<file path="config.mk">
export PLATFORM = sky130hd
export DESIGN_NAME = ssc_sqrt
export DESIGN_NICKNAME = d
export VERILOG_FILES = /design/src/ssc_pkg.sv /design/src/ssc_sqrt.sv
export SDC_FILE = /design/constraint.sdc
export NUM_CORES = 2
export LEC_CHECK = 0
export BUFFER_PORTS_ARGS = -buffer_cell sky130_fd_sc_hd__buf_2
export CAP_MARGIN = 20
export CELL_PAD_IN_SITES_DETAIL_PLACEMENT = 1
export CELL_PAD_IN_SITES_GLOBAL_PLACEMENT = 2
export CORE_MARGIN = 5
export CORE_UTILIZATION = 51
export CTS_BUF_LIST = sky130_fd_sc_hd__clkbuf_4
export DETAILED_ROUTE_END_ITERATION = 10
export GPL_TIMING_DRIVEN = 0
export HOLD_SLACK_MARGIN = 0.15
export PLACE_DENSITY_LB_ADDON = 0.3
export SETUP_SLACK_MARGIN = 0.15
export SLEW_MARGIN = 20
export SYNTH_ARGS = -nofsm -noshare
export SYNTH_HDL_FRONTEND = slang
export SYNTH_SLANG_ARGS = --single-unit
</file>
<file path="constraint.sdc">
create_clock -name clk -period 10.1 [get_ports clk]
set_clock_uncertainty 0.05 [all_clocks]
set_input_delay 1.01 -clock clk [delete_from_list [all_inputs] [get_ports clk]]
set_output_delay 1.01 -clock clk [all_outputs]
set_load 0.03 [all_outputs]
</file>
<file path="src/ssc_pkg.sv">
package ssc_pkg;

	// Number of spatial axes handled side by side.
	localparam int unsigned AXES = 3;

	// Pipeline control shared by every stage of the block.
	typedef struct packed {
		logic adv;
	} pipe_ctl_t;

endpackage

</file>
<file path="src/ssc_sqrt.sv">
// Pipelined integer square root, one result bit resolved per stage.
module ssc_sqrt #(
	parameter int RW  = 31,
	parameter int SBW = 1
) (
	input  logic               clk,
	input  logic               arst_n,
	input  ssc_pkg::pipe_ctl_t ctl,
	input  logic               in_v,
	input  logic [2*RW-1:0]    rad,
	input  logic [SBW-1:0]     sb_in,
	output logic               out_v,
	output logic [RW-1:0]      root,
	output logic [SBW-1:0]     sb_out
);

	localparam int SW = 2 * RW;

	logic [SW-1:0]  rem_s  [RW];
	logic [RW-1:0]  root_s [RW];
	logic [SBW-1:0] sb_s   [RW];
	logic           v_s    [RW];

	for (genvar k = 0; k < RW; k++) begin : g_stage
		localparam int B = RW - 1 - k;
		logic [SW-1:0]  rem_in;
		logic [RW-1:0]  root_in;
		logic [SBW-1:0] sb_k;
		logic           v_in;
		logic [SW-1:0]  trial;
		logic           fits;

		if (k == 0) begin : g_first
			assign rem_in  = rad;
			assign root_in = '0;
			assign sb_k    = sb_in;
			assign v_in    = in_v;
		end else begin : g_next
			assign rem_in  = rem_s[k-1];
			assign root_in = root_s[k-1];
			assign sb_k    = sb_s[k-1];
			assign v_in    = v_s[k-1];
		end

		// Trial term is 2*root*2^B + 2^(2B); accept the bit if it fits the remainder.
		assign trial = ({{RW{1'b0}}, root_in} << (B + 1)) | (SW'(1) << (2 * B));
		assign fits  = trial <= rem_in;

		always_ff @(posedge clk or negedge arst_n) begin
			if (!arst_n) begin
				v_s[k] <= 1'b0;
			end else if (ctl.adv) begin
				v_s[k] <= v_in;
			end
		end

		always_ff @(posedge clk) begin
			if (ctl.adv) begin
				rem_s[k]  <= fits ? rem_in - trial : rem_in;
				root_s[k] <= fits ? (root_in | (RW'(1) << B)) : root_in;
				sb_s[k]   <= sb_k;
			end
		end
	end

	assign out_v  = v_s[RW-1];
	assign root   = root_s[RW-1];
	assign sb_out = sb_s[RW-1];

endmodule

</file>
# After elaboration in Yosys (flattened, before gate mapping)
# Memories as Yosys holds them, arrays and structs flattened.
# Cells that the tools add are included.
# word_totals
latch_bits	0
ram_bits	2914
out_inout_bits	33
romBits	0
elab_cells	160
mem_count	3
regBits	31
# op_classes
muxes	64
n_mul	0
n_addsub	31
div	0
shift	0
n_lt_le_gt_ge	31
reduce_logical	0
eq_ne	0
bitwise	0
# memory_table
memory	depth	width	read_ports	rd_clocked_by_memory_dff	wr	line	rtl
rem_s	31	62	30	0	31	ssc_sqrt.sv:19	logic [SW-1:0] rem_s [RW];
root_s	31	31	31	0	31	ssc_sqrt.sv:20	logic [RW-1:0] root_s [RW];
sb_s	31	1	31	0	31	ssc_sqrt.sv:21	logic [SBW-1:0] sb_s [RW];
# op_table
operator	count
62-bit two-way mux	31
32-bit by 62-bit less-or-equal comparator with 1-bit output	1
33-bit by 62-bit less-or-equal comparator with 1-bit output	1
34-bit by 62-bit less-or-equal comparator with 1-bit output	1
35-bit by 62-bit less-or-equal comparator with 1-bit output	1
36-bit by 62-bit less-or-equal comparator with 1-bit output	1
37-bit by 62-bit less-or-equal comparator with 1-bit output	1
38-bit by 62-bit less-or-equal comparator with 1-bit output	1
39-bit by 62-bit less-or-equal comparator with 1-bit output	1
40-bit by 62-bit less-or-equal comparator with 1-bit output	1
41-bit by 62-bit less-or-equal comparator with 1-bit output	1
42-bit by 62-bit less-or-equal comparator with 1-bit output	1
43-bit by 62-bit less-or-equal comparator with 1-bit output	1
44-bit by 62-bit less-or-equal comparator with 1-bit output	1
45-bit by 62-bit less-or-equal comparator with 1-bit output	1
46-bit by 62-bit less-or-equal comparator with 1-bit output	1
47-bit by 62-bit less-or-equal comparator with 1-bit output	1
48-bit by 62-bit less-or-equal comparator with 1-bit output	1
49-bit by 62-bit less-or-equal comparator with 1-bit output	1
50-bit by 62-bit less-or-equal comparator with 1-bit output	1
51-bit by 62-bit less-or-equal comparator with 1-bit output	1
52-bit by 62-bit less-or-equal comparator with 1-bit output	1
53-bit by 62-bit less-or-equal comparator with 1-bit output	1
54-bit by 62-bit less-or-equal comparator with 1-bit output	1
70 further kinds	72

# Depth between registers and ports, before layout
# An unclocked memory read counts as a cell.
# logic_depth
ltp_word	3
depth_mapped	16
depth_no_buf	14

# Worst setup path before layout
# Ideal clock, no wire load.
# synth_path
path_kind	reg2reg
startpoint	memory rem_s[0][916] (netlist name)
endpoint	memory rem_s[0][972] (netlist name) (data pin)
path_stages_with_launch	10
arrival_time_ps	3596
path_slack_ps	6195
period_less_slack_ps	3905
path_buffers	1
path_cell_list	edfxtp_1 or3_1 or2_4 or4_4 or3_1 or3_4 or4_4 o41ai_4 buf_6 mux2_2
# synth_lines
element	line
start: declaration	ssc_sqrt.sv:19

==> metrics.yaml <==
grt:
  grt_max_degree: 160
  antenna_found_initial: 26
  first_global_vias: 83230
  grt_pass1_wl_mm: 522.7
  grt_util_all_layers_pct: 29.23
  grt_overflow: 0
die:
  initial_core_util_pct: 51.13
  ios: 100
  dieArea_um2: 234600
  core_area_um2: 224500
  chipHeight_um: 484.4
  die_w_um: 484.4
  rows: 174
clock_network:
  cts_root_buf: "clkbuf_4"
  cts.sinks: 2418
  clock_latency_ns: 1.52
  cts_setup_buffers: 0
  cts_buffers: 639
  post_cts_resized: 0
  cts_hold_buf: 129
  clockBufferDepth: 4
  cts_tree: "yes"
  clk_pin_slew_ns: 0.07
  h-tree-depth: 6
final_layout:
  area_growth_pct: 12.19
  nFillCells: 22830
  nNetsFinal: 10530
  multi_input_area_um2: 39250
  final_util_pct: 57.37
  drive_gt1_share_pct: 12.36
  seq_area_um2: 72450
setup_path:
  cp-start-kind: "flop"
  crit_required_ns: 11.06
  worstSetupPathType: "flop to flop"
  r2r_end: "rem_s[1][834]"
  critPathMaxFanout: 10
  r2r-start: "rem_s[1][748]"
  ff2ff_path_depth: 13
  reg2reg_slack_ns: 3.61
  cp.arrival_ns: 7.45
  end_kind: "flop"
job:
  maxCapViolations: 0
drt:
  vias_per_cell: 5.899
  num_vias: 78980
  drc_errors: 0
  drtIter0Drc: 6931
  drtAntennaViolNets: 0
  wire_per_inst_um: 26.05
  drt_pre_antenna_iters: 5
  totalWireLength_mm: 348.8
power:
  power_density_nw_per_um2: 226.5
  p_comb_share_pct: 22.6
  p_clk_share_pct: 29.9
  p_sw_mw: 9.642
  p_int_mw: 19.53
  p_total_mw: 29.17
  p_leak_nw: 49.08
  seq_power_share_pct: 47.5
  p_sw_share_pct: 33.05
  ir_drop_mv: 0.1682
sta:
  setup_viol: 0
  rsz0062_at_grt: "no"
  fmax_mhz: 154.1
  min_period_over_period_pct: 64.24
  hold_ws_ns: 0.2619
  relSlewSlack_pct: 14.34
  fin_tns_setup_ns: 0
  slew_viol_final: 0
  worst_pin_slew_ns: 1.271
  hold_viol: 0
  post-route-min-period_ns: 6.489
place:
  port_buffers: 99
  gp_congestion: 0.9302
  dpl.hpwl_mm: 251.0
hold_path:
  hp-class: "flop to flop"
  holdPathStages: 0
  holdPathEnd: "sb_s[1][3]"
  hp-start: "sb_s[1][2]"
logic_synthesis:
  yosysSeqAreaShare_pct: 63.13
  syn_avg_cell_area_um2: 12.69
  synth.most_common_cell: "edfxtp_1"
  synth_seq_cells: 2418
  synth_cell_type_count: 85
  netlist_instances: 9043
  synth_ff_type: "edfxtp_1"
  synth_nets: 9635
  async_flop_share_pct: 1.282
  yosysTopAreaCell: "edfxtp_1"
  synth_edf_count: 2387
  syn_area_um2: 114800
  synth.area.top_cells: "edfxtp_1 (62%), ha_1 (5.7%), xnor2_1 (3.3%), xor2_1 (3.0%), a21oi_1 (2.5%)"
  synth_commonest_cells: "edfxtp_1 (2387), inv_1 (645), nor2_1 (617)"
  ys.warnings.count: 0
  synth_top_area_share_pct: 62.45
run_status:
  outcome: "finished clean"
[state kept, by name (all words and copies together) (netlist names)]
name / cells
g_stage.v_in: 30
root_s: 496
rem_s: 1860
sb_s: 31
out_v: 1
[worst max path at each step]
stage / to / startpoint / slack (ns) / cells past startpoint
floorplan: rem_s[0][972] / rem_s[0][916] / 6.19 / 9
global placement: g_stage[20].v_in / ctl / -29.58 / 2
detailed placement: rem_s[1][834] / rem_s[1][748] / 3.67 / 13
CTS: rem_s[1][834] / rem_s[1][748] / 3.63 / 13
global route: rem_s[1][834] / rem_s[1][748] / 3.46 / 13
finish: rem_s[1][834] / rem_s[1][748] / 3.61 / 13
[logic make-up (layout without fill, tap and decap cells)]
group / Yosys count / count (layout) / synth area share, %
XOR/XNOR: 823 / 823 / 6.280
multiplexers: 129 / 129 / 1.256
buffers and inverters: 833 / 2172 / 2.747
AO/OA/AOI/OAI: 1680 / 1680 / 9.092
other: 0 / 15 / 0
AND/OR/NAND/NOR: 2635 / 2635 / 11.78
flip-flops: 2418 / 2418 / 63.13
adder cells (fa/ha/maj): 525 / 525 / 5.723
[routing by layer]
| metal | track usage, % | vias to the layer above | part of all wire, % |
|---|---|---|---|
| li1 | - | 36050 | - |
| met1 | 35.71 | 39330 | 40 |
| met2 | 49.06 | 2747 | 48 |
| met3 | 6.346 | 848 | 6.5 |
| met4 | 14.86 | 8 | 5.5 |
| met5 | 0 | - | 0.012 |
[critical path, stage by stage, from the launching register on]
cell and delay (ns):
edfxtp_1 0.40, ha_1 0.41, nor2b_1 0.23, o2111ai_1 0.17, a21boi_0 0.32, a221oi_1 0.23, buf_2 0.21, o211ai_1 0.51
a31oi_1 0.43, o31ai_1 0.63, clkbuf_1 0.73, buf_1 0.78, buf_1 0.73, a21oi_1 0.29
[cell type report]
class,instances,share of cell area [%]
Antenna cell,15,0.02915
Buffer,186,0.5626
Clock buffer,887,5.171
Clock inverter,199,0.8784
Inverter,647,1.886
Multi-Input combinational cell,5792,30.48
Sequential cell,2418,56.27
Tap cell,2992,2.907
Timing Repair Buffer,253,1.820
[cells in the final DEF, fill, tap and decap left out, drive strengths merged, types with 19 or more instances in the layout]
cell,count
a21oi,563
nor4,330
nor4b,51
nand3,163
and3,39
nor3,253
o21a,103
o21ai,396
edfxtp,2387
nor3b,19
nand2,537
or4,63
clkbuf,1042
a21o,201
a21boi,32
inv,662
nor2b,72
mux2,120
clkinv,169
or2,38
or3,101
nand2b,102
a211oi,37
o211ai,34
nor2,617
buf,156
xnor2,431
dlygate4sd3,128
o21bai,47
nand4,145
o31ai,51
xor2,392
dfrtp,31
nand3b,19
and2,31
a31oi,44
ha,525
[through the flow]
stage               area [µm²]  worst slack [ns]  cells
floorplan               114800             6.195   9043
global placement        119000            -29.58  12130
detailed placement      119600             3.669  12160
CTS                     128700             3.634  13370
global route            128800             3.457  13380
finish                  128800             3.611  13390
[power groups by stage]
stage,Combinational [mW],Clock (mW),Sequential [mW]
floorplan,4.31,0,13.5
global placement,6.13,0,14.6
detailed placement,6.36,0,14.0
finish,6.60,8.72,13.9
CTS,6.46,8.73,13.8
global route,7.20,9.52,13.9
Note: power is estimated with default switching activity, not from simulation.
